--- config.mk ---
export PLATFORM = sky130hd
export DESIGN_NAME = esp_norm
export DESIGN_NICKNAME = d
export VERILOG_FILES = /design/src/rtl/esp_pkg.sv /design/src/rtl/esp_norm.sv
export SDC_FILE = /design/constraint.sdc
export NUM_CORES = 1
export LEC_CHECK = 0
export ABC_CLOCK_PERIOD_IN_PS = 3100
export BUFFER_PORTS_ARGS = -buffer_cell sky130_fd_sc_hd__buf_2
export CORE_ASPECT_RATIO = 1.25
export CORE_MARGIN = 2
export CORE_UTILIZATION = 59
export DETAILED_ROUTE_END_ITERATION = 10
export GPL_TIMING_DRIVEN = 0
export PLACE_DENSITY = 0.8
export SLEW_MARGIN = 40
export SYNTH_ARGS = -nofsm -noshare
export SYNTH_HDL_FRONTEND = slang
export SYNTH_SLANG_ARGS = --single-unit
--- constraint.sdc ---
create_clock -name clk -period 3.1 [get_ports clk]
set_input_delay 0.155 -clock clk [delete_from_list [all_inputs] [get_ports clk]]
set_output_delay 0.155 -clock clk [all_outputs]
set_load 0.005 [all_outputs]
--- src/rtl/esp_pkg.sv ---
package esp_pkg;

    // Field widths
    localparam int DIR_W   = 16;
    localparam int RAD_W   = 16;
    localparam int OUT_W   = 18;
    localparam int CFG_W   = 16;

    // Datapath widths
    localparam int MAG_W   = 16;            // |dir| up to 2^15
    localparam int MSQ_W   = 2 * MAG_W;     // dir^2
    localparam int RSQ_W   = 2 * RAD_W;     // radius^2
    localparam int SUM_W   = 64;            // sum of r^2 * d^2
    localparam int DSUM_W  = 32;            // sum of d^2
    localparam int ENUM_W  = RSQ_W + MAG_W; // r^2 * |d|
    localparam int RNUM_W  = RAD_W + MAG_W; // c * |d|
    localparam int ROOT_W  = SUM_W / 2;
    localparam int HALF_W  = 5;             // half shift, up to 31
    localparam int NUM_W   = 50;            // shifted numerator plus rounding half
    localparam int QUO_W   = 19;            // quotient bits
    localparam int ACC_W   = QUO_W + 2;

    // Pipeline depths of the arithmetic units
    localparam int NORM_STEPS = 5;          // shifts of 32, 16, 8, 4, 2 bits

    // Output saturation limits
    localparam logic signed [OUT_W-1:0] OUT_MAX = 18'sh1FFFF;
    localparam logic signed [OUT_W-1:0] OUT_MIN = 18'sh20000;

    // Register indexes
    localparam int CFG_IDX_W = 3;
    typedef logic [CFG_IDX_W-1:0] cfg_idx_t;
    localparam cfg_idx_t REG_RADIUS_X     = 3'd0;
    localparam cfg_idx_t REG_RADIUS_Y     = 3'd1;
    localparam cfg_idx_t REG_RADIUS_Z     = 3'd2;
    localparam cfg_idx_t REG_ROUNDING     = 3'd3;
    localparam cfg_idx_t REG_INCLUDE      = 3'd4;

    localparam logic [RAD_W-1:0] RADIUS_RESET = 16'd256;

endpackage

--- src/rtl/esp_norm.sv ---
// Even left shift until the top two bits are not both zero, one step per stage.
module esp_norm (
    input  logic                         clk,
    input  logic                         en,
    input  logic [esp_pkg::SUM_W-1:0]    value,
    output logic [esp_pkg::SUM_W-1:0]    norm,
    output logic [esp_pkg::HALF_W-1:0]   half
);

    localparam int STEPS = esp_pkg::NORM_STEPS;

    logic [esp_pkg::SUM_W-1:0]  val_in   [STEPS];
    logic [esp_pkg::HALF_W-1:0] half_in  [STEPS];
    logic [esp_pkg::SUM_W-1:0]  val_reg  [STEPS];
    logic [esp_pkg::HALF_W-1:0] half_reg [STEPS];

    assign val_in[0]  = value;
    assign half_in[0] = '0;

    for (genvar j = 0; j < STEPS; j++)
    begin : g_step
        localparam int SH = 2 ** (STEPS - j);
        logic top_zero;

        if (j > 0)
        begin : g_link
            assign val_in[j]  = val_reg[j-1];
            assign half_in[j] = half_reg[j-1];
        end

        assign top_zero = (val_in[j][esp_pkg::SUM_W-1 -: SH] == '0);

        always_ff @(posedge clk)
        begin
            if (en)
            begin
                val_reg[j]  <= top_zero ? (val_in[j] << SH) : val_in[j];
                half_reg[j] <= top_zero ? half_in[j] + esp_pkg::HALF_W'(SH / 2) : half_in[j];
            end
        end
    end

    assign norm = val_reg[STEPS-1];
    assign half = half_reg[STEPS-1];

endmodule

# Word level (Yosys, flattened, before mapping)
# Memory sizes are Yosys's and may differ from the RTL's.
# Index checks and enable logic that the tools add are counted.
# word_totals
ff_bits	0
inputBits	66
n_memories	2
output_inout_bits	69
word_cells	23
ramBits	345
# memory_table
name	words	word_bits	rd	rd_clocked_by_memory_dff	wr	line	rtl
val_reg	5	64	5	0	5	esp_norm.sv:14	logic [esp_pkg::SUM_W-1:0] val_reg [STEPS];
half_reg	5	5	5	0	5	esp_norm.sv:15	logic [esp_pkg::HALF_W-1:0] half_reg [STEPS];
# classes
reduce_logical	5
addsub	4
muxes	12
# op_table
cell	count
two-way mux 64 bit	5
zero test 32 bit	1
two-way mux 5 bit	5
zero test 16 bit	1
zero test 8 bit	1
adder 5 x 1 -> 5 bit, second input constant	1
adder 5 x 2 -> 5 bit, second input constant	1
adder 5 x 3 -> 5 bit, second input constant	1
adder 5 x 4 -> 5 bit, second input constant	1
zero test 4 bit	1
zero test 2 bit	1
two-way mux 1 bit	2

# Longest topological paths before layout
# Gate-level depths: netlist (run 1).
# An unclocked memory read counts as a cell.
# depth
word_depth	3
ltp_mapped	6
depth_no_buf	4

# Worst setup path after synthesis (run 1)
# Ideal clock, no wire load.
# synth_path
path_type	register to register
startpoint	memory val_reg[0][121] (netlist bit)
endpoint	memory val_reg[0][180] (netlist bit) (data pin)
synth_period_minus_slack_ps	2288
arrival_ps	2026
slack_ps	812
path_stages_with_launch	6
path_buffers	1
t_required_ps	2838
setup_time_ps	262
cell_sequence	edfxtp_1 > or4_1 > or4_4 > nor2_8 > buf_6 > mux2_1
# synth_lines
element	line
start, declared	esp_norm.sv:14

==> results of run 1 <==
## kinds of logic (layout without fill, tap and decap cells)
group | count (synthesis) | after routing | share of synthesized area
buffers and inverters | 36 | 327 | 0.01579
other | 0 | 4 | 0
AND/OR/NAND/NOR | 85 | 85 | 0.03966
multiplexers | 195 | 195 | 0.1721
flip-flops | 335 | 335 | 0.7381
AO/OA/AOI/OAI | 63 | 63 | 0.03433
## stage by stage
stage	utilization	setup TNS [ns]	instances	power (W)
global route	0.7363	0	1297	0.01036
detailed placement	0.6485	0	1140	0.006205
finish	0.7363	0	1297	0.01003
floorplan	-	0	714	0.005860
CTS	0.7358	0	1293	0.01005
global placement	0.6428	-829.53	1136	0.006208
## layer usage
metal	part of all wire	GRT usage
met4	0.055	0.1121
met1	0.37	0.2555
met3	0.055	0.03829
met2	0.52	0.4069
met5	0	0
## report_power, final
| part | internal, W | switching (W) | total [W] |
|---|---|---|---|
| clock network | 0.00224 | 0.00155 | 0.00380 |
| registers | 0.00537 | 0.000158 | 0.00553 |
| logic | 0.000402 | 0.000302 | 0.000704 |
| total | 0.00801 | 0.00201 | 0.0100 |
## cells in the mapped netlist
cell type  count
edfxtp_1     335
mux2_2       151
nor2b_1       62
a21o_1        59
mux2_4        40
clkbuf_1      23
nor4_1        12
buf_12         4
inv_1          4
mux2_1         4
buf_2          3
nand4_1        3
nor2_1         3
o21ai_0        2
o21bai_1       2
buf_4          1
buf_6          1
nand2_1        1
nor2_8         1
nor3_1         1
or4_1          1
or4_4          1
## repair_timing
item,in CTS,in global routing
gates resized for setup,0,4
hold endpoints to repair,92,0
hold buffers,97,0
endpoints found under the setup margin,0,11
## worst max path at each step
stage,from,to,slack [ns],cells past startpoint
floorplan,val_reg[0][121]$_DFFE_PP_,val_reg[0][180]$_DFFE_PP_,0.81,5
global placement,en,val_reg[0][310]$_DFFE_PP_,-2.50,1
detailed placement,val_reg[0][191]$_DFFE_PP_,val_reg[0][251]$_DFFE_PP_,0.27,4
CTS,val_reg[0][191]$_DFFE_PP_,val_reg[0][251]$_DFFE_PP_,0.25,4
global route,value[49],val_reg[0][44]$_DFFE_PP_,0.14,9
finish,value[49],val_reg[0][44]$_DFFE_PP_,0.20,9
## cell type report
type	count	area, um2	share of cell area
Sequential cell	335	10060	0.5990
Buffer	32	202.7	0.01207
Timing Repair Buffer	235	1762	0.1049
Tap cell	288	360.3	0.02146
Clock inverter	19	222.7	0.01326
Inverter	4	15.01	0.0008941
Antenna cell	4	10.01	0.0005960
Clock buffer	37	798.3	0.04753
Multi-Input combinational cell	343	3363	0.2003
==> run metrics, run 1 <==
status=finished, final reports clean; RSZ-0062 raised after global routing=no; CTS tree=yes; Yosys warnings=0; final hold vios=0; DR pass1 iterations=5; first-pass GRT wire length=41860 um; area grow syn2layout=23.22%; setup slack at placement=0.2679 ns; Worst Hold Launch=half_reg[2][2]$_SDFFCE_PN0P_; Synth Instances=714; H-tree depth=1; Slew Viols, Final=0; Hold Crit Endpoint=half_reg[3][2]$_DFFE_PP_; Die Ht=173.9 um; delay-heaviest family, CP=buffers and inverters; final wirelength=26890 um; Leak=6.355 nW; Setup Buffers After CTS=0; routability congestion estimate=0.9018; net count after synthesis=780; reg2reg end=val_reg[0][251]$_DFFE_PP_; Global Route Usage Sum=0.2244; Hold Crit Class=flip-flop to flip-flop; sequential area share after synthesis=0.7381; R2R depth=4; maximum vdd drop=0.6020 mV; crit-path most repeated cell=dlygate4sd3_1; WP data required=between 3 and 4 ns; Post-DRT Antenna Nets=0; num ports=135; Post-Syn Area=13630 um2; worst path cell trace=dlygate4sd3_1 -> buf_2 -> nor4_1 -> nand4_1 -> nor2_1 -> clkbuf_2 -> clkbuf_1 -> a21o_1 -> dlygate4sd3_1; f_max=345.1 MHz; clock-pin transition on the worst setup and hold timing paths=0.07 ns; crit end category=flip-flop; Clock Skew=0.01493 ns; total CTS buffers=30; worst hold path depth=0; cell taking the most area after synthesis=edfxtp_1; R2R setup slack=around 0.36 ns; DR vias=a little over 7000; worst skew pair latency=0.55 ns; CP Buf/Inv Count=5; max-cap violation count=0; worst slew pin tran=0.6713 ns; crit-path max cell delay=0.58 ns; reg2reg start=val_reg[0][191]$_DFFE_PP_; Cell Pwr Density=597.2 nW/um2; DP Area=14790 um2; CP max-delay cell=dlygate4sd3_1; DIE AREA=24340 um2; Netlist cell types=22; Max Root-Sink Buffers=3; Core Box Area=about 23000 um2; largest net degree at the start of global routing=91; DRT iter0 DRCs=approximately 540; WHS=0.4200 ns; CTS Root Cell=clkbuf_16; starting density of the core=0.5976; nets=1047; post-DR wirelength/cell=20.73 um; # clock sinks=335; fillers=around 1300; CP arrival=3.31 ns; HPWL Detailed=16320 um; proportion of netlist area held by the largest area contributor=0.7381; final setup fails=0; GR Overflow Total=0; average cell area after synthesis=19.09 um2; Die Span X=around 140 um; Yosys reg bits=335; post-route minimum period=2.898 ns; DRC=0; top post-synthesis cells by area=edfxtp_1 (74%), mux2_2 (12%), mux2_4 (4.4%); Vias per Instance=5.497; setup ws final=0.2024 ns; critical path type=primary input to flip-flop; Slew headroom=0.5508; initial antenna violation count=4; vias in the first global route=7516; max reg flops=320; # rows=between 60 and 70; Setup crit start kind=primary input; Tcrit/Tclk final=0.9347; I/O Buffers=approximately 130; commonest non-fill, non-tap cells in the layout=edfxtp_1 (335), mux2_2 (151), buf_2 (136), dlygate4sd3_1 (97), nor2b_1 (62); peak fanout along the critical path=10; design area=around 17000 um2; most common cell after layout, fill and taps aside=edfxtp_1; layout cells sized above 1=0.3900
Note: power is estimated with default switching activity, not from simulation.
==> inputs of run 2 (changes only) <==
--- a/config.mk
+++ b/config.mk
@@ -5,7 +5,7 @@
 export SDC_FILE = /design/constraint.sdc
 export NUM_CORES = 1
 export LEC_CHECK = 0
-export ABC_CLOCK_PERIOD_IN_PS = 3100
+export ABC_CLOCK_PERIOD_IN_PS = 2940
 export BUFFER_PORTS_ARGS = -buffer_cell sky130_fd_sc_hd__buf_2
 export CORE_ASPECT_RATIO = 1.25
 export CORE_MARGIN = 2
==> constraint.sdc (replaced) <==
create_clock -name clk -period 2.94 [get_ports clk]
set_input_delay 0.147 -clock clk [delete_from_list [all_inputs] [get_ports clk]]
set_output_delay 0.147 -clock clk [all_outputs]
set_load 0.005 [all_outputs]
==> run metrics, run 2 (same netlist as run 1, synthesis figures left out) <==
Final Non-Filler Cells=1297 (unchanged); Vias per Instance=5.497 (unchanged); WHS=0.4201 ns (+0.0001060 ns); routability congestion estimate=0.9018 (unchanged); commonest non-fill, non-tap cells in the layout=edfxtp_1 (335), mux2_2 (151), buf_2 (136), dlygate4sd3_1 (97), nor2b_1 (62); Setup Buffers After CTS=0 (unchanged); Global Route Usage Sum=0.2244 (unchanged); nets=1047 (unchanged); DRT iter0 DRCs=596 (+9.6%); final hold vios=0 (unchanged); Slew headroom=0.5564 (+0.005568); DRC=0 (unchanged); DR pass1 iterations=5 (unchanged); R2R depth=4 (unchanged); crit-path most repeated cell=dlygate4sd3_1; post-route minimum period=2.899 ns; Slew Viols, Final=0 (unchanged); uppermost layer routed=met4; crit end category=flip-flop; critical path type=primary input to flip-flop; Die Span X=139.9 um (unchanged); critical path startpoint=value[49]; Leak=6.359 nW (about the same); starting density of the core=0.5976 (unchanged); total CTS buffers=30 (unchanged); Core Box Area=22810 um2 (unchanged); DRT met1 WL=9950 um (+1.2%); CTS tree=yes; final setup fails=0 (unchanged); I/O Buffers=134 (unchanged); first-pass GRT wire length=41860 um (unchanged); Max Root-Sink Buffers=3 (unchanged); max-cap violation count=0 (unchanged); Met2 Wirelength=14160 um (+0.46%); reg2reg end=val_reg[0][251]$_DFFE_PP_; CP arrival=3.31 ns (about the same); Setup crit end=val_reg[0][43]$_DFFE_PP_; CP max-delay cell=dlygate4sd3_1; DR vias=7129 (unchanged); f_max=344.9 MHz; vias in the first global route=7516 (unchanged); Setup crit start kind=primary input; H-tree depth=1 (unchanged); final wirelength=27050 um (+0.63%); post-DR wirelength/cell=20.86 um (+0.63%); R2R setup slack=0.24 ns (-0.12 ns); Die Ht=173.9 um (unchanged); DP Cell Count=1140 (unchanged); crit-path max cell delay=0.57 ns (about the same); CTS Root Cell=clkbuf_16; setup ws final=0.04053 ns (-0.1619 ns); HPWL Detailed=16320 um (unchanged); Util after Layout=0.7364 (about the same); maximum vdd drop=0.6298 mV (+4.6%); Hold Crit Class=flip-flop to flip-flop; largest net degree at the start of global routing=91 (unchanged); clock-pin transition on the worst setup and hold timing paths=0.06 ns (about the same); Tcrit/Tclk final=0.9862; DIE AREA=24340 um2 (unchanged); setup TNS=0 ns (unchanged); reg2reg start=val_reg[0][191]$_DFFE_PP_; Clock Skew=0.01545 ns (+0.0005211 ns); GR Overflow Total=0 (unchanged); most common cell after layout, fill and taps aside=edfxtp_1; RSZ-0062 raised after global routing=no; Post-DRT Antenna Nets=0 (unchanged); setup slack at placement=0.1079 ns (-0.1600 ns); worst skew pair latency=0.55 ns (about the same); num ports=135 (unchanged); layout cells sized above 1=0.3910 (+0.0009950); # rows=62 (unchanged); WL met3=1504 um (+1.1%); Cell Pwr Density=629.6 nW/um2 (+5.4%); max reg flops=320 (unchanged); area grow syn2layout=23.23% (about the same); WP data required=3.35 ns (-0.16 ns); peak fanout along the critical path=10 (unchanged); worst path cell trace=dlygate4sd3_1 -> buf_2 -> nor4_1 -> nand4_1 -> nor2_1 -> clkbuf_2 -> clkbuf_1 -> a21o_1 -> dlygate4sd3_1; status=finished, final reports clean; initial antenna violation count=4 (unchanged); worst slew pin tran=0.6654 ns (-0.005872 ns); fillers=1321 (+0.38%); # clock sinks=335 (unchanged)
-- run 2: cell counts in the layout (fill, tap and decap cells not counted) --
No cell type changed its count.
-- run 2: per-stage QoR --
step                total power [W]  cell area (um2)
floorplan                  0.006178            13630
detailed placement         0.006543            14790
finish                      0.01057            16790
CTS                         0.01060            16780
global placement           0.006546            14660
global route                0.01092            16790
-- run 2: what timing repair did --
action                                 in CTS  in global routing
hold buffers                               97                  0
setup endpoints to repair                   0                 29
endpoints found under the hold margin      92                  0
gates resized for setup                     0                  6
-- run 2: power breakdown --
part           total [W]  switching (W)  leakage (nW)  internal, W
sequential       0.00583       0.000168          3.28      0.00566
combinational   0.000743       0.000319          2.57     0.000424
clock            0.00400        0.00164         0.502      0.00237
total             0.0106        0.00212          6.36      0.00845
-- run 2: worst min-delay path by stage --
stage,start,endpoint,slack (ns),cells after the start
after global placement,half_reg[3][1]$_SDFFCE_PN0P_,half_reg[4][1]$_DFFE_PP_,0.40,0
after global routing,half_reg[1][3]$_SDFFCE_PP0P_,half_reg[2][3]$_DFFE_PP_,0.43,0
after floorplan,en,half_reg[0][4]$_DFFE_PP_,0.26,0
final,half_reg[2][2]$_SDFFCE_PN0P_,half_reg[3][2]$_DFFE_PP_,0.42,0
after CTS,half_reg[2][2]$_SDFFCE_PN0P_,half_reg[3][2]$_DFFE_PP_,0.42,0
after detailed placement,half_reg[2][2]$_SDFFCE_PN0P_,half_reg[3][2]$_DFFE_PP_,0.41,0
-- run 2: layer usage --
metal | global-route usage | vias up
met2 | 0.4069 | 290
met5 | 0 | -
met3 | 0.03829 | 92
met4 | 0.1121 | 0
li1 | - | 3330
met1 | 0.2555 | 3417
-- run 2: worst max-delay path: cells and delay by family --
| kind | cells | cell delay [ns] |
|---|---|---|
| buffers and inverters | 5 | 2.02 |
| and+or+nand+nor | 3 | 0.93 |
| AOI/OAI and AO/OA | 1 | 0.22 |
-- run 2: layout make-up --
class	count	area [um2]	share of cell area
repair buffers	235	1762	0.1049
inverters	4	15.01	0.0008940
multi-input cells	343	3363	0.2003
clock inverters	19	222.7	0.01326
plain buffers	32	203.9	0.01214
well taps	288	360.3	0.02146
flip-flops and latches	335	10060	0.5990
clock buffers	37	798.3	0.04753
diodes	4	10.01	0.0005960
